`src/rtl/core/ttef_pkg.sv`:
```
// Shared types and constants for the timeout table with event FIFO.
package ttef_pkg;

    localparam int MODE_W = 2;
    localparam int ID_W   = 8;
    localparam int DUR_W  = 32;
    localparam int STEP_W = 10;
    localparam int REM_W  = 33;
    localparam int OCC_W  = 5;
    localparam int CNT_W  = 4;

    typedef enum logic [MODE_W-1:0] {
        MODE_POST = 2'd0,
        MODE_POP  = 2'd1,
        MODE_ADD  = 2'd2,
        MODE_TICK = 2'd3
    } t_mode;

    typedef enum logic [1:0] {
        ST_OK    = 2'd0,
        ST_FULL  = 2'd1,
        ST_EMPTY = 2'd2
    } t_status;

    typedef enum logic [2:0] {
        B_IDLE,
        B_POP_RD,
        B_ADD_SCAN,
        B_TICK_RD,
        B_TICK_EX,
        B_DONE
    } t_bstate;

    typedef struct packed {
        t_mode             mode;
        logic [ID_W-1:0]   id;
        logic [DUR_W-1:0]  duration;
    } t_cmd;

endpackage

```
`src/rtl/core/ttef_in_if.sv`:
```
// Input channel: command items with valid/ready handshake.
interface ttef_in_if;
    logic        valid;
    logic        ready;
    logic [1:0]  mode;
    logic [7:0]  event_id;
    logic [31:0] duration_ms;

    modport source(output valid, mode, event_id, duration_ms, input ready);
    modport sink(input valid, mode, event_id, duration_ms, output ready);
endinterface

```
`src/rtl/core/ttef_out_if.sv`:
```
// Output channel: result items with valid/ready handshake.
interface ttef_out_if;
    logic       valid;
    logic       ready;
    logic [1:0] status;
    logic [7:0] popped_id;
    logic       popped_valid;
    logic [4:0] occupancy;
    logic [3:0] expired_count;
    logic [3:0] dropped_count;

    modport source(output valid, status, popped_id, popped_valid, occupancy,
                   expired_count, dropped_count, input ready);
    modport sink(input valid, status, popped_id, popped_valid, occupancy,
                 expired_count, dropped_count, output ready);
endinterface

```
`src/rtl/core/ttef_ram.sv`:
```
// Generic simple dual-port RAM with one write port and a registered read port.
module ttef_ram #(
    parameter int WIDTH = 8,
    parameter int DEPTH = 16,
    localparam int AW = (DEPTH > 1) ? $clog2(DEPTH) : 1
) (
    input  logic             i_clk,
    input  logic             i_we,
    input  logic [AW-1:0]    i_waddr,
    input  logic [WIDTH-1:0] i_wdata,
    input  logic [AW-1:0]    i_raddr,
    output logic [WIDTH-1:0] o_rdata
);
    logic [WIDTH-1:0] r_mem [DEPTH];
    logic [WIDTH-1:0] r_rdata;

    always_ff @(posedge i_clk) begin
        if (i_we) begin
            r_mem[i_waddr] <= i_wdata;
        end
        r_rdata <= r_mem[i_raddr];
    end

    assign o_rdata = r_rdata;
endmodule

```
`src/rtl/core/ttef_front.sv`:
```
// Front end: accepts command items, decodes them and queues them for the back end.
module ttef_front (
    input  logic           i_clk,
    input  logic           i_rst_n,
    ttef_in_if.sink        i_item,
    output logic           o_cmd_valid,
    output ttef_pkg::t_cmd o_cmd,
    input  logic           i_cmd_ready
);
    localparam int QDEPTH = 2;
    localparam int QAW    = $clog2(QDEPTH);
    localparam int QCW    = $clog2(QDEPTH + 1);

    ttef_pkg::t_cmd r_q [QDEPTH];
    logic [QAW-1:0] r_wp, r_rp;
    logic [QCW-1:0] r_cnt;
    logic           w_push, w_pop;
    ttef_pkg::t_cmd w_dec;

    assign i_item.ready = (r_cnt != QCW'(QDEPTH));
    assign w_push       = i_item.valid && i_item.ready;
    assign o_cmd_valid  = (r_cnt != '0);
    assign w_pop        = o_cmd_valid && i_cmd_ready;
    assign o_cmd        = r_q[r_rp];

    always_comb begin
        w_dec.mode     = ttef_pkg::t_mode'(i_item.mode);
        w_dec.id       = i_item.event_id;
        w_dec.duration = i_item.duration_ms;
    end

    always_ff @(posedge i_clk) begin
        if (!i_rst_n) begin
            r_wp  <= '0;
            r_rp  <= '0;
            r_cnt <= '0;
        end else begin
            if (w_push) begin
                r_wp <= (r_wp == QAW'(QDEPTH - 1)) ? '0 : r_wp + 1'b1;
            end
            if (w_pop) begin
                r_rp <= (r_rp == QAW'(QDEPTH - 1)) ? '0 : r_rp + 1'b1;
            end
            if (w_push && !w_pop) begin
                r_cnt <= r_cnt + 1'b1;
            end else if (w_pop && !w_push) begin
                r_cnt <= r_cnt - 1'b1;
            end
        end
    end

    always_ff @(posedge i_clk) begin
        if (w_push) begin
            r_q[r_wp] <= w_dec;
        end
    end
endmodule

```
`src/rtl/core/ttef_back.sv`:
```
// Back end: runs queued commands against the event FIFO and the timeout table.
module ttef_back #(
    parameter int FIFO_DEPTH    = 16,
    parameter int TIMEOUT_SLOTS = 8
) (
    input  logic                        i_clk,
    input  logic                        i_rst_n,
    input  logic                        i_cmd_valid,
    input  ttef_pkg::t_cmd              i_cmd,
    output logic                        o_cmd_ready,
    input  logic [ttef_pkg::STEP_W-1:0] i_tick_step,
    ttef_out_if.source                  o_result
);
    localparam int FAW = (FIFO_DEPTH > 1) ? $clog2(FIFO_DEPTH) : 1;
    localparam int FCW = $clog2(FIFO_DEPTH + 1);
    localparam int TAW = (TIMEOUT_SLOTS > 1) ? $clog2(TIMEOUT_SLOTS) : 1;
    localparam int TCW = $clog2(TIMEOUT_SLOTS + 1);
    localparam int REMW = ttef_pkg::REM_W;
    localparam int TW  = ttef_pkg::ID_W + REMW;

    ttef_pkg::t_bstate r_state, n_state;
    ttef_pkg::t_cmd    r_cmd, n_cmd;
    logic [FAW-1:0]    r_head, n_head, r_tail, n_tail;
    logic [FCW-1:0]    r_ev_cnt, n_ev_cnt;
    logic [TCW-1:0]    r_to_cnt, n_to_cnt;
    logic [TIMEOUT_SLOTS-1:0] r_live, n_live;
    logic [TAW-1:0]    r_slot, n_slot;
    logic [ttef_pkg::CNT_W-1:0] r_exp, n_exp, r_drop, n_drop;
    ttef_pkg::t_status r_status, n_status;
    logic [ttef_pkg::ID_W-1:0]  r_pid, n_pid;
    logic              r_pvalid, n_pvalid;

    logic              r_o_valid, n_o_valid;
    ttef_pkg::t_status r_o_status, n_o_status;
    logic [ttef_pkg::ID_W-1:0]  r_o_pid, n_o_pid;
    logic              r_o_pvalid, n_o_pvalid;
    logic [ttef_pkg::OCC_W-1:0] r_o_occ, n_o_occ;
    logic [ttef_pkg::CNT_W-1:0] r_o_exp, n_o_exp, r_o_drop, n_o_drop;

    logic                       w_fifo_we;
    logic [ttef_pkg::ID_W-1:0]  w_fifo_wdata, w_fifo_rdata;
    logic                       w_to_we;
    logic [TW-1:0]              w_to_wdata, w_to_rdata;
    logic signed [REMW-1:0]     w_diff;
    logic                       w_expire, w_ev_full, w_to_full, w_last, w_out_free;
    logic [31:0]                w_occ_ext;

    ttef_ram #(.WIDTH(ttef_pkg::ID_W), .DEPTH(FIFO_DEPTH)) u_fifo_ram (
        .i_clk   (i_clk),
        .i_we    (w_fifo_we),
        .i_waddr (r_tail),
        .i_wdata (w_fifo_wdata),
        .i_raddr (r_head),
        .o_rdata (w_fifo_rdata)
    );

    // Each table entry holds the event id above the signed remaining time.
    ttef_ram #(.WIDTH(TW), .DEPTH(TIMEOUT_SLOTS)) u_table_ram (
        .i_clk   (i_clk),
        .i_we    (w_to_we),
        .i_waddr (r_slot),
        .i_wdata (w_to_wdata),
        .i_raddr (r_slot),
        .o_rdata (w_to_rdata)
    );

    assign o_cmd_ready = (r_state == ttef_pkg::B_IDLE);
    assign w_ev_full   = (r_ev_cnt == FCW'(FIFO_DEPTH));
    assign w_to_full   = (r_to_cnt == TCW'(TIMEOUT_SLOTS));
    assign w_last      = (r_slot == TAW'(TIMEOUT_SLOTS - 1));
    assign w_out_free  = !r_o_valid || o_result.ready;
    assign w_diff      = $signed(w_to_rdata[REMW-1:0])
                       - $signed({{(REMW - ttef_pkg::STEP_W){1'b0}}, i_tick_step});
    assign w_expire    = w_diff[REMW-1] || (w_diff == '0);

    // Next state.
    always_comb begin
        n_state = r_state;
        case (r_state)
            ttef_pkg::B_IDLE: begin
                if (i_cmd_valid) begin
                    case (i_cmd.mode)
                        ttef_pkg::MODE_POST: n_state = ttef_pkg::B_DONE;
                        ttef_pkg::MODE_POP:
                            n_state = (r_ev_cnt == '0) ? ttef_pkg::B_DONE
                                                       : ttef_pkg::B_POP_RD;
                        ttef_pkg::MODE_ADD:
                            n_state = w_to_full ? ttef_pkg::B_DONE
                                                : ttef_pkg::B_ADD_SCAN;
                        ttef_pkg::MODE_TICK: n_state = ttef_pkg::B_TICK_RD;
                        default: n_state = ttef_pkg::B_DONE;
                    endcase
                end
            end
            ttef_pkg::B_POP_RD: n_state = ttef_pkg::B_DONE;
            ttef_pkg::B_ADD_SCAN: begin
                if (!r_live[r_slot]) begin
                    n_state = ttef_pkg::B_DONE;
                end
            end
            ttef_pkg::B_TICK_RD: begin
                if (r_live[r_slot]) begin
                    n_state = ttef_pkg::B_TICK_EX;
                end else if (w_last) begin
                    n_state = ttef_pkg::B_DONE;
                end
            end
            ttef_pkg::B_TICK_EX: begin
                n_state = w_last ? ttef_pkg::B_DONE : ttef_pkg::B_TICK_RD;
            end
            ttef_pkg::B_DONE: begin
                if (w_out_free) begin
                    n_state = ttef_pkg::B_IDLE;
                end
            end
            default: n_state = ttef_pkg::B_IDLE;
        endcase
    end

    // Datapath and memory control.
    always_comb begin
        n_cmd        = r_cmd;
        n_head       = r_head;
        n_tail       = r_tail;
        n_ev_cnt     = r_ev_cnt;
        n_to_cnt     = r_to_cnt;
        n_live       = r_live;
        n_slot       = r_slot;
        n_exp        = r_exp;
        n_drop       = r_drop;
        n_status     = r_status;
        n_pid        = r_pid;
        n_pvalid     = r_pvalid;
        w_fifo_we    = 1'b0;
        w_fifo_wdata = r_cmd.id;
        w_to_we      = 1'b0;
        w_to_wdata   = {r_cmd.id, 1'b0, r_cmd.duration};
        w_occ_ext    = 32'(r_ev_cnt);

        n_o_valid  = o_result.ready ? 1'b0 : r_o_valid;
        n_o_status = r_o_status;
        n_o_pid    = r_o_pid;
        n_o_pvalid = r_o_pvalid;
        n_o_occ    = r_o_occ;
        n_o_exp    = r_o_exp;
        n_o_drop   = r_o_drop;

        case (r_state)
            ttef_pkg::B_IDLE: begin
                if (i_cmd_valid) begin
                    n_cmd    = i_cmd;
                    n_slot   = '0;
                    n_exp    = '0;
                    n_drop   = '0;
                    n_status = ttef_pkg::ST_OK;
                    n_pid    = '0;
                    n_pvalid = 1'b0;
                    case (i_cmd.mode)
                        ttef_pkg::MODE_POST: begin
                            if (w_ev_full) begin
                                n_status = ttef_pkg::ST_FULL;
                            end else begin
                                w_fifo_we    = 1'b1;
                                w_fifo_wdata = i_cmd.id;
                                n_tail   = (r_tail == FAW'(FIFO_DEPTH - 1)) ? '0
                                                                            : r_tail + 1'b1;
                                n_ev_cnt = r_ev_cnt + 1'b1;
                            end
                        end
                        ttef_pkg::MODE_POP: begin
                            if (r_ev_cnt == '0) begin
                                n_status = ttef_pkg::ST_EMPTY;
                            end
                        end
                        ttef_pkg::MODE_ADD: begin
                            if (w_to_full) begin
                                n_status = ttef_pkg::ST_FULL;
                            end
                        end
                        default: ;
                    endcase
                end
            end
            ttef_pkg::B_POP_RD: begin
                n_pid    = w_fifo_rdata;
                n_pvalid = 1'b1;
                n_head   = (r_head == FAW'(FIFO_DEPTH - 1)) ? '0 : r_head + 1'b1;
                n_ev_cnt = r_ev_cnt - 1'b1;
            end
            ttef_pkg::B_ADD_SCAN: begin
                if (!r_live[r_slot]) begin
                    w_to_we          = 1'b1;
                    n_live[r_slot]   = 1'b1;
                    n_to_cnt         = r_to_cnt + 1'b1;
                end else begin
                    n_slot = r_slot + 1'b1;
                end
            end
            ttef_pkg::B_TICK_RD: begin
                if (!r_live[r_slot] && !w_last) begin
                    n_slot = r_slot + 1'b1;
                end
            end
            ttef_pkg::B_TICK_EX: begin
                if (w_expire) begin
                    n_live[r_slot] = 1'b0;
                    if (r_to_cnt != '0) begin
                        n_to_cnt = r_to_cnt - 1'b1;
                    end
                    n_exp = r_exp + 1'b1;
                    if (w_ev_full) begin
                        n_drop = r_drop + 1'b1;
                    end else begin
                        w_fifo_we    = 1'b1;
                        w_fifo_wdata = w_to_rdata[TW-1:REMW];
                        n_tail   = (r_tail == FAW'(FIFO_DEPTH - 1)) ? '0 : r_tail + 1'b1;
                        n_ev_cnt = r_ev_cnt + 1'b1;
                    end
                end else begin
                    w_to_we    = 1'b1;
                    w_to_wdata = {w_to_rdata[TW-1:REMW], w_diff};
                end
                if (!w_last) begin
                    n_slot = r_slot + 1'b1;
                end
            end
            ttef_pkg::B_DONE: begin
                if (r_cmd.mode == ttef_pkg::MODE_ADD) begin
                    w_occ_ext = 32'(r_to_cnt);
                end
                if (w_out_free) begin
                    n_o_valid  = 1'b1;
                    n_o_status = r_status;
                    n_o_pid    = r_pid;
                    n_o_pvalid = r_pvalid;
                    n_o_occ    = w_occ_ext[ttef_pkg::OCC_W-1:0];
                    n_o_exp    = r_exp;
                    n_o_drop   = r_drop;
                end
            end
            default: ;
        endcase
    end

    always_ff @(posedge i_clk) begin
        if (!i_rst_n) begin
            r_state   <= ttef_pkg::B_IDLE;
            r_head    <= '0;
            r_tail    <= '0;
            r_ev_cnt  <= '0;
            r_to_cnt  <= '0;
            r_live    <= '0;
            r_o_valid <= 1'b0;
        end else begin
            r_state   <= n_state;
            r_head    <= n_head;
            r_tail    <= n_tail;
            r_ev_cnt  <= n_ev_cnt;
            r_to_cnt  <= n_to_cnt;
            r_live    <= n_live;
            r_o_valid <= n_o_valid;
        end
    end

    always_ff @(posedge i_clk) begin
        r_cmd      <= n_cmd;
        r_slot     <= n_slot;
        r_exp      <= n_exp;
        r_drop     <= n_drop;
        r_status   <= n_status;
        r_pid      <= n_pid;
        r_pvalid   <= n_pvalid;
        r_o_status <= n_o_status;
        r_o_pid    <= n_o_pid;
        r_o_pvalid <= n_o_pvalid;
        r_o_occ    <= n_o_occ;
        r_o_exp    <= n_o_exp;
        r_o_drop   <= n_o_drop;
    end

    assign o_result.valid         = r_o_valid;
    assign o_result.status        = r_o_status;
    assign o_result.popped_id     = r_o_pid;
    assign o_result.popped_valid  = r_o_pvalid;
    assign o_result.occupancy     = r_o_occ;
    assign o_result.expired_count = r_o_exp;
    assign o_result.dropped_count = r_o_drop;
endmodule

```
`src/rtl/core/timeout_table_event_fifo.sv`:
```
// Top level of the timeout table with event FIFO.
// Command items enter on i_item (mode, event_id, duration_ms) and each gives
// exactly one result item on o_result, in order. Both use valid/ready and an
// item moves at a clock edge where both are high. i_cfg_we writes tick_step.
// The front end decodes items into a two-entry queue; the back end executes
// one command at a time against the event FIFO memory and the timeout table
// memory, then parks the result in an output register.
// Post, full add and empty pop go straight to the result; pop first reads the
// FIFO head, add scans the slots in order until the first free one, and tick
// reads every slot of the table and writes back or expires each live slot.
// The back end runs one command at a time; up to two further items are accepted
// while one executes.
// Reset empties the FIFO and the timeout table (live bits cleared) and sets
// tick_step to 1; there is no clearing pass, so items are taken right away.
// When the receiver stalls, the result holds, the back end waits with the
// next result, the queue fills and i_item.ready drops.
module timeout_table_event_fifo #(
    parameter int FIFO_DEPTH    = 16,
    parameter int TIMEOUT_SLOTS = 8
) (
    input  logic                        i_clk,
    input  logic                        i_rst_n,
    ttef_in_if.sink                     i_item,
    ttef_out_if.source                  o_result,
    input  logic                        i_cfg_we,
    input  logic [ttef_pkg::STEP_W-1:0] i_cfg_wdata
);
    logic                        w_cmd_valid, w_cmd_ready;
    ttef_pkg::t_cmd              w_cmd;
    logic [ttef_pkg::STEP_W-1:0] r_tick_step;

    always_ff @(posedge i_clk) begin
        if (!i_rst_n) begin
            r_tick_step <= ttef_pkg::STEP_W'(1);
        end else if (i_cfg_we) begin
            r_tick_step <= i_cfg_wdata;
        end
    end

    ttef_front u_front (
        .i_clk       (i_clk),
        .i_rst_n     (i_rst_n),
        .i_item      (i_item),
        .o_cmd_valid (w_cmd_valid),
        .o_cmd       (w_cmd),
        .i_cmd_ready (w_cmd_ready)
    );

    ttef_back #(
        .FIFO_DEPTH    (FIFO_DEPTH),
        .TIMEOUT_SLOTS (TIMEOUT_SLOTS)
    ) u_back (
        .i_clk       (i_clk),
        .i_rst_n     (i_rst_n),
        .i_cmd_valid (w_cmd_valid),
        .i_cmd       (w_cmd),
        .o_cmd_ready (w_cmd_ready),
        .i_tick_step (r_tick_step),
        .o_result    (o_result)
    );

    // The back end must be busy in the cycle after it takes a command.
    a_cmd_busy: assert property (@(posedge i_clk) disable iff (!i_rst_n)
        w_cmd_valid && w_cmd_ready |=> !w_cmd_ready)
        else $error("back end took two commands in consecutive cycles");

    a_empty_pop: assert property (@(posedge i_clk) disable iff (!i_rst_n)
        o_result.valid && (o_result.status == ttef_pkg::ST_EMPTY)
        |-> !o_result.popped_valid && (o_result.popped_id == '0))
        else $error("empty pop returned an event");

    a_tick_only: assert property (@(posedge i_clk) disable iff (!i_rst_n)
        o_result.valid && (o_result.expired_count != '0 || o_result.dropped_count != '0)
        |-> (o_result.status == ttef_pkg::ST_OK) && !o_result.popped_valid)
        else $error("expiry counts on a result that is not a tick");
endmodule

```
`src/flat_wrapper.sv`:
```
// flat-port wrapper written by rule: the top's interface ports become plain ports
module timeout_table_event_fifo_flat 
#(
    parameter int FIFO_DEPTH    = 16,
    parameter int TIMEOUT_SLOTS = 8
)
  (i_clk, i_rst_n, i_cfg_we, i_cfg_wdata, i_item_valid, i_item_mode, i_item_event_id, i_item_duration_ms, i_item_ready, o_result_valid, o_result_status, o_result_popped_id, o_result_popped_valid, o_result_occupancy, o_result_expired_count, o_result_dropped_count, o_result_ready);
  ttef_in_if i_item_i ();
  ttef_out_if o_result_i ();
  input  logic i_clk;
  input  logic i_rst_n;
  input  logic i_cfg_we;
  input  logic [ttef_pkg::STEP_W-1:0] i_cfg_wdata;
  input wire logic [$bits(i_item_i.valid)-1:0] i_item_valid;
  input wire logic [$bits(i_item_i.mode)-1:0] i_item_mode;
  input wire logic [$bits(i_item_i.event_id)-1:0] i_item_event_id;
  input wire logic [$bits(i_item_i.duration_ms)-1:0] i_item_duration_ms;
  output wire logic [$bits(i_item_i.ready)-1:0] i_item_ready;
  output wire logic [$bits(o_result_i.valid)-1:0] o_result_valid;
  output wire logic [$bits(o_result_i.status)-1:0] o_result_status;
  output wire logic [$bits(o_result_i.popped_id)-1:0] o_result_popped_id;
  output wire logic [$bits(o_result_i.popped_valid)-1:0] o_result_popped_valid;
  output wire logic [$bits(o_result_i.occupancy)-1:0] o_result_occupancy;
  output wire logic [$bits(o_result_i.expired_count)-1:0] o_result_expired_count;
  output wire logic [$bits(o_result_i.dropped_count)-1:0] o_result_dropped_count;
  input wire logic [$bits(o_result_i.ready)-1:0] o_result_ready;
  assign i_item_i.valid = i_item_valid;
  assign i_item_i.mode = i_item_mode;
  assign i_item_i.event_id = i_item_event_id;
  assign i_item_i.duration_ms = i_item_duration_ms;
  assign i_item_ready = i_item_i.ready;
  assign o_result_valid = o_result_i.valid;
  assign o_result_status = o_result_i.status;
  assign o_result_popped_id = o_result_i.popped_id;
  assign o_result_popped_valid = o_result_i.popped_valid;
  assign o_result_occupancy = o_result_i.occupancy;
  assign o_result_expired_count = o_result_i.expired_count;
  assign o_result_dropped_count = o_result_i.dropped_count;
  assign o_result_i.ready = o_result_ready;
  timeout_table_event_fifo #(.FIFO_DEPTH(FIFO_DEPTH), .TIMEOUT_SLOTS(TIMEOUT_SLOTS)) u_core (.i_clk(i_clk), .i_rst_n(i_rst_n), .i_item(i_item_i), .o_result(o_result_i), .i_cfg_we(i_cfg_we), .i_cfg_wdata(i_cfg_wdata));
endmodule
```
`config.mk`:
```
export PLATFORM = sky130hd
export DESIGN_NAME = timeout_table_event_fifo_flat
export DESIGN_NICKNAME = d
export VERILOG_FILES = /design/src/rtl/core/ttef_pkg.sv /design/src/rtl/core/ttef_in_if.sv /design/src/rtl/core/ttef_out_if.sv /design/src/rtl/core/ttef_ram.sv /design/src/rtl/core/ttef_front.sv /design/src/rtl/core/ttef_back.sv /design/src/rtl/core/timeout_table_event_fifo.sv /design/src/flat_wrapper.sv
export SDC_FILE = /design/constraint.sdc
export NUM_CORES = 1
export LEC_CHECK = 0
export ABC_AREA = 1
export BUFFER_PORTS_ARGS = -buffer_cell sky130_fd_sc_hd__clkbuf_2
export CORE_AREA = 2 2 252 254
export CTS_BUF_LIST = sky130_fd_sc_hd__clkbuf_16
export DETAILED_ROUTE_END_ITERATION = 10
export DIE_AREA = 0 0 254 256
export PLACE_DENSITY = 0.67
export RECOVER_POWER = 100
export SLEW_MARGIN = 0
export SYNTH_ARGS = -nofsm -noshare
export SYNTH_HDL_FRONTEND = slang
export SYNTH_SLANG_ARGS = --single-unit
```
`constraint.sdc`:
```
create_clock -name i_clk -period 5.2 [get_ports i_clk]
set_input_delay 1.04 -clock i_clk [delete_from_list [all_inputs] [get_ports i_clk]]
set_output_delay 1.04 -clock i_clk [all_outputs]
set_load 0.02 [all_outputs]
```
==> impl_metrics.py, run 1 <==
metrics = {
    "run_status": {
        "status": "complete, but fails checks",
        "violations": "max-capacitance violations, max-slew violations",
    },
    "clock_network": {
        "worstSkewPairLatency_ps": 630,
        "cts_root_buffer": "clkbuf_16",
        "clk_path_buf_depth": 3,
        "cts.sinks": 721,
        "h-tree-depth": 3,
        "holdBufCountCts": 0,
        "clk_pin_slew_ps": 60,
        "ctsResizeCount": 0,
        "cts_buffers": 72,
        "post-cts-setup-buffer-count": 0,
        "cts_tree": "yes",
    },
    "final_layout": {
        "layout_commonest_cell": "edfxtp_1",
        "final_nets": 2408,
        "seq_area_um2": 20700,
        "layout_common_cells": "edfxtp_1, nand2_1, nor2_1",
        "antennaDiodeCount": 0,
        "fill_cells": 5314,
        "area_growth_syn_to_layout_pct": 12.8,
        "layout-drive-gt1-share": 0.101,
        "multi_input_area_um2": 6890,
        "fin_area_um2": 32200,
    },
    "power_and_ir_drop": {
        "max-vdd-ir-drop_mv": 0.344,
        "p_comb_frac": 0.289,
        "clock_power_share": 0.263,
        "power_leakage_nw": 11.3,
        "swShare": 0.351,
        "p_seq_frac": 0.448,
        "power.switching_mw": 6.76,
        "pwr_density_cell_nw_per_um2": 599,
        "internal_power_mw": 12.5,
    },
    "synthesis": {
        "synth_warnings": 0,
        "netlist_area_um2": 28500,
        "ys.flop_type": "edfxtp_1",
        "synth-edff-count": 628,
        "seq_area_frac_synth": 0.727,
        "yosysUniqueCellTypes": 44,
        "async_reset_ff_frac": 0,
        "synthCells": 2205,
        "avgSynthCellArea_um2": 12.9,
        "synth-seq-cells": 721,
    },
    "timing": {
        "setup_tns_ps": 0,
        "holdWs_ps": 416,
        "period_share": 0.877,
        "max_freq_mhz": 219,
        "setup_viol": 0,
        "rsz0062_at_grt": "no",
        "slew_violations": 382,
        "skew_ps": 29.2,
        "min_period_ps": 4560,
        "slew_headroom": -1.04,
        "tightest_slew_ps": 3050,
        "hold_viol": 0,
    },
    "die": {
        "start_util": 0.457,
        "dieArea_um2": 65000,
        "ios": 83,
        "die_h_um": 256,
        "core_area_um2": 62400,
        "dieWidth_um": 254,
        "row_count": 92,
    },
    "grt": {
        "grt_max_degree": 69,
        "grt_pass1_wl_mm": 103,
        "antenna_found_initial": 0,
        "track_usage": 0.209,
        "grt_pass1_vias": 17500,
        "grt_overflow_total": 0,
    },
    "setup_path": {
        "arrival_ps": 4790,
        "critPathLaunchType": "flop",
        "crit_type": "flop to flop",
        "crit_fanout": 19,
        "critPathRequiredTime_ps": 5430,
        "worst_setup_path_end_kind": "flop",
    },
    "route": {
        "viasPerCell": 5.49,
        "wl_mm": 67.5,
        "wl_per_cell_um": 20.9,
        "ant_nets": 0,
        "route.detailed.drc": 0,
        "drtIter0Drc": 1548,
        "first_pass_iters": 6,
        "num_vias": 17700,
    },
    "hold_path": {
        "hold_class": "flop to flop",
    },
    "placed_design": {
        "placed_area_um2": 30100,
        "dp_hpwl_mm": 43.7,
        "place_congestion": 0.979,
        "numPortBuffers": 82,
    },
    "flow_run": {
        "maxCapViolCount": 9,
    },
}
[Yosys cell counts (all sizes together) (12+ instances only)]
cell | instances | share of area
nor3 | 14 | 0.0030
nand3 | 85 | 0.016
nor2 | 228 | 0.031
o21ai | 98 | 0.017
o221ai | 12 | 0.0037
inv | 158 | 0.021
a22o | 35 | 0.011
nand2 | 430 | 0.058
dfxtp | 93 | 0.065
a22oi | 52 | 0.014
clkbuf | 51 | 0.0067
buf | 30 | 0.0059
nand4 | 54 | 0.012
o32ai | 21 | 0.0065
a221oi | 39 | 0.012
edfxtp | 628 | 0.66
mux2i | 14 | 0.0049
mux2 | 40 | 0.016
ha | 25 | 0.011
a21oi | 51 | 0.010
[final cells by class]
type	count	area share
clock buffer	73	0.0568
timing repair buffer	118	0.0181
sequential	721	0.644
tap	846	0.0329
inverter	161	0.0188
clock inverter	58	0.0149
multi-input combinational	1249	0.214
[registers in the layout, indices dropped and copies added, names as in the netlist, 3 cells and up, named ones only]
register,flops
u_core.u_front.r_q,84
u_core.u_back.r_pid,8
u_core.u_back.o_result.expired_count,4
u_core.u_back.r_ev_cnt,5
u_core.u_back.u_table_ram.o_rdata,41
u_core.u_back.r_state,3
u_core.u_back.r_head,4
u_core.u_back.r_slot,3
u_core.u_back.o_result.popped_id,8
u_core.u_back.r_exp,4
u_core.u_back.r_cmd,42
u_core.r_tick_step,10
u_core.u_back.r_drop,4
u_core.u_back.o_result.occupancy,5
u_core.u_back.r_to_cnt,4
u_core.u_back.o_result.dropped_count,4
u_core.u_back.u_fifo_ram.o_rdata,8
u_core.u_back.r_tail,4
u_core.u_back.u_table_ram.r_mem,328
u_core.u_back.u_fifo_ram.r_mem,128
[per-layer routing]
layer	track usage	part of all wire	up-vias	wire length, um
li1	-	-	8208	-
met1	0.268	0.40	8720	27300
met2	0.358	0.50	636	33600
met3	0.0326	0.063	147	4260
met4	0.0779	0.035	0	2370
met5	0	0	-	0
[power by group through the flow]
stage          logic [mW]  registers, mW  clock network, mW
2_1_floorplan        3.68           8.50                  0
3_3_place_gp         5.55           8.71                  0
3_5_place_dp         5.63           8.73                  0
4_1_cts              5.67           8.61               5.15
5_1_grt              6.12           8.71               5.37
6_report             5.56           8.64               5.07
[per-stage QoR]
stage          std cells   util  total power [mW]  setup WS [ps]
4_1_cts             3226  0.519              19.4            981
3_5_place_dp        3095  0.482              14.4           1000
3_3_place_gp        3095  0.482              14.3           1080
6_report            3226  0.515              19.3            638
2_1_floorplan       2212      -              12.2            777
5_1_grt             3226  0.515              20.2            340
[final timing paths]
check        cells after the start                   start  slack (ps)                                     end
max                             13   u_core.r_tick_step[9]         640  u_core.u_back.u_table_ram.r_mem[6][28]
min                              0  u_core.u_back.r_pid[0]         420     u_core.u_back.o_result.popped_id[0]
max reg2reg                     13   u_core.r_tick_step[9]         640  u_core.u_back.u_table_ram.r_mem[6][28]
min reg2reg                      0  u_core.u_back.r_pid[0]         420     u_core.u_back.o_result.popped_id[0]
[logic make-up after synthesis]
| logic type | Yosys count | share of synthesized area |
|---|---|---|
| compound gates | 319 | 0.0771 |
| xor+xnor | 18 | 0.00553 |
| fa+ha+maj | 28 | 0.0131 |
| buf+inv | 242 | 0.0338 |
| flops | 721 | 0.727 |
| mux | 54 | 0.0207 |
| other cells | 1 | 0.000132 |
| simple gates | 822 | 0.123 |
[critical path, cell delays in order (launching register included)]
cell,delay [ps]
dfxtp_1,310
inv_1,50
ha_1,360
a21oi_1,300
nand2_1,170
a21oi_2,190
nand3_1,150
nor4_1,370
xnor2_1,330
nand3_1,490
nand2_1,180
inv_1,280
nor2_1,360
clkbuf_2,630
Note: power is estimated with default switching activity, not from simulation.
==> inputs of run 2 (changes only) <==
==> constraint.sdc (replaced) <==
create_clock -name i_clk -period 4.9 [get_ports i_clk]
set_input_delay 0.98 -clock i_clk [delete_from_list [all_inputs] [get_ports i_clk]]
set_output_delay 0.98 -clock i_clk [all_outputs]
set_load 0.02 [all_outputs]
==> impl_metrics.py, run 2 (same netlist as run 1, synthesis figures left out) <==
metrics = {
    "clock_network": {
        "h-tree-depth": 3,
        "holdBufCountCts": 0,
        "worstSkewPairLatency_ps": 620,
        "cts_buffers": 72,
        "cts_tree": "yes",
        "cts_root_buffer": "clkbuf_16",
        "clk_path_buf_depth": 3,
        "cts.sinks": 721,
        "post-cts-setup-buffer-count": 0,
        "clk_pin_slew_ps": 60,
        "ctsResizeCount": 0,
    },
    "hold_path": {
        "hold_class": "flop to flop",
        "hp-start": "u_core.u_back.r_pid[6]",
    },
    "grt": {
        "grt_max_degree": 68,
        "antenna_found_initial": 0,
        "track_usage": 0.204,
        "grt_pass1_wl_mm": 101,
        "grt_pass1_vias": 17400,
        "grt_overflow_total": 0,
    },
    "run_status": {
        "violations": "max-capacitance violations, max-slew violations",
        "status": "complete, but fails checks",
    },
    "route": {
        "num_vias": 17700,
        "ant_nets": 0,
        "first_pass_iters": 5,
        "wl_mm": 66.4,
        "route.detailed.drc": 0,
        "viasPerCell": 5.46,
        "drtIter0Drc": 1662,
        "wl_per_cell_um": 20.6,
    },
    "timing": {
        "min_period_ps": 4320,
        "period_share": 0.882,
        "max_freq_mhz": 231,
        "slew_headroom": -1.06,
        "slew_violations": 347,
        "holdWs_ps": 426,
        "rsz0062_at_grt": "no",
        "tightest_slew_ps": 3100,
        "setup_viol": 0,
        "skew_ps": 22.2,
        "hold_viol": 0,
        "setup_tns_ps": 0,
    },
    "die": {
        "ios": 83,
        "die_h_um": 256,
        "dieWidth_um": 254,
        "core_area_um2": 62400,
        "dieArea_um2": 65000,
        "start_util": 0.457,
        "row_count": 92,
    },
    "setup_path": {
        "worst_path_max_delay_cell": "clkbuf_4",
        "timing.reg2reg.setup_slack_ps": 580,
        "critPathLaunchType": "flop",
        "crit_top_cell": "nand2_1",
        "critPathRequiredTime_ps": 5140,
        "crit_start": "u_core.u_back.u_table_ram.o_rdata[0]",
        "crit_cells": 21,
        "crit_fanout": 23,
        "cp_top_family": "simple AND/OR/NAND/NOR gates",
        "critPathBufInv": 4,
        "r2r_cells": 21,
        "crit_chain": "inv_1 > ha_1 > fa_1 > inv_1 > nand2_1 > nand2_1 > nand3_1 > nand2_1 > nand2_1 > nand2_1 > nand2_1 > nand2_1 > nor2_1 > nand3_1 > nor2_1 > nand3_1 > nand3_1 > nand2_1 > inv_1 > nor2_4 > clkbuf_4",
        "r2r_end": "u_core.u_back.u_table_ram.r_mem[6][5]",
        "worst_setup_path_end_kind": "flop",
        "crit_type": "flop to flop",
        "r2r-start": "u_core.u_back.u_table_ram.o_rdata[0]",
        "arrival_ps": 4570,
        "cpPeakStageDelay_ps": 550,
        "cp-endpoint": "u_core.u_back.u_table_ram.r_mem[6][5]",
    },
    "final_layout": {
        "reg_top3": "u_core.u_back.u_table_ram.r_mem x328, u_core.u_back.u_fifo_ram.r_mem x128, u_core.u_front.r_q x84",
        "antennaDiodeCount": 0,
        "final_util": 0.516,
        "layout_commonest_cell": "edfxtp_1",
        "layout-drive-gt1-share": 0.102,
        "layout_common_cells": "edfxtp_1, nand2_1, nor2_1",
        "largest_reg_flops": 328,
        "final_nets": 2410,
        "area_growth_syn_to_layout_pct": 13.0,
        "top_register": "u_core.u_back.u_table_ram.r_mem",
    },
    "power_and_ir_drop": {
        "power_leakage_nw": 11.3,
        "total_power_mw": 20.2,
        "max-vdd-ir-drop_mv": 0.428,
        "pwr_density_cell_nw_per_um2": 628,
    },
    "placed_design": {
        "dp_hpwl_mm": 42.2,
        "numPortBuffers": 82,
        "place_congestion": 0.930,
    },
    "flow_run": {
        "maxCapViolCount": 8,
    },
}
## run 2: worst min-delay path by stage
stage / to / slack [ps] / cells after the start
floorplan: u_core.u_back.o_result.popped_id[0] / 400 / 0
global placement: u_core.u_back.o_result.popped_valid / 410 / 0
detailed placement: u_core.u_back.o_result.popped_id[6] / 410 / 0
CTS: u_core.u_back.o_result.popped_id[6] / 430 / 0
global route: u_core.u_back.o_result.popped_id[0] / 430 / 0
finish: u_core.u_back.o_result.popped_id[6] / 430 / 0
## run 2: where the power goes
group | switching (mW) | internal (mW)
sequential | 0.501 | 8.65
clock | 2.28 | 3.00
combinational | 4.23 | 1.55
total | 7.02 | 13.2
## run 2: layout make-up
type,instances,area (um^2)
inverters,161,604
clock inverters,61,460
flip-flops and latches,721,20700
repair buffers,120,637
clock buffers,73,1830
fillers,5346,30200
well taps,846,1060
multi-input cells,1249,6900
## run 2: stage by stage
step                instance area (um^2)  worst slack [ps]  std cells
floorplan                          28500               477       2212
finish                             32200               578       3231
detailed placement                 30100               855       3097
global route                       32200               250       3231
CTS                                32400               805       3231
global placement                   30100               931       3097
## run 2: per-layer routing
metal  part of all wire  track usage  vias to the layer above  wire, um
li1                   -            -                     8215         -
met1               0.41        0.266                     8727     27200
met2               0.51        0.355                      607     33700
met3              0.059       0.0328                      102      3890
met4              0.024       0.0542                        0      1580
met5                  0            0                        -         0
## run 2: worst reg2reg max path, stage by stage (launching register included)
cell and delay, ps:
dfxtp_1 320, inv_1 40, ha_1 220, fa_1 470, inv_1 110, nand2_1 60
nand2_1 80, nand3_1 110, nand2_1 120, nand2_1 120, nand2_1 90, nand2_1 50
nand2_1 90, nor2_1 50, nand3_1 80, nor2_1 70, nand3_1 200, nand3_1 350
nand2_1 150, inv_1 230, nor2_4 390, clkbuf_4 560
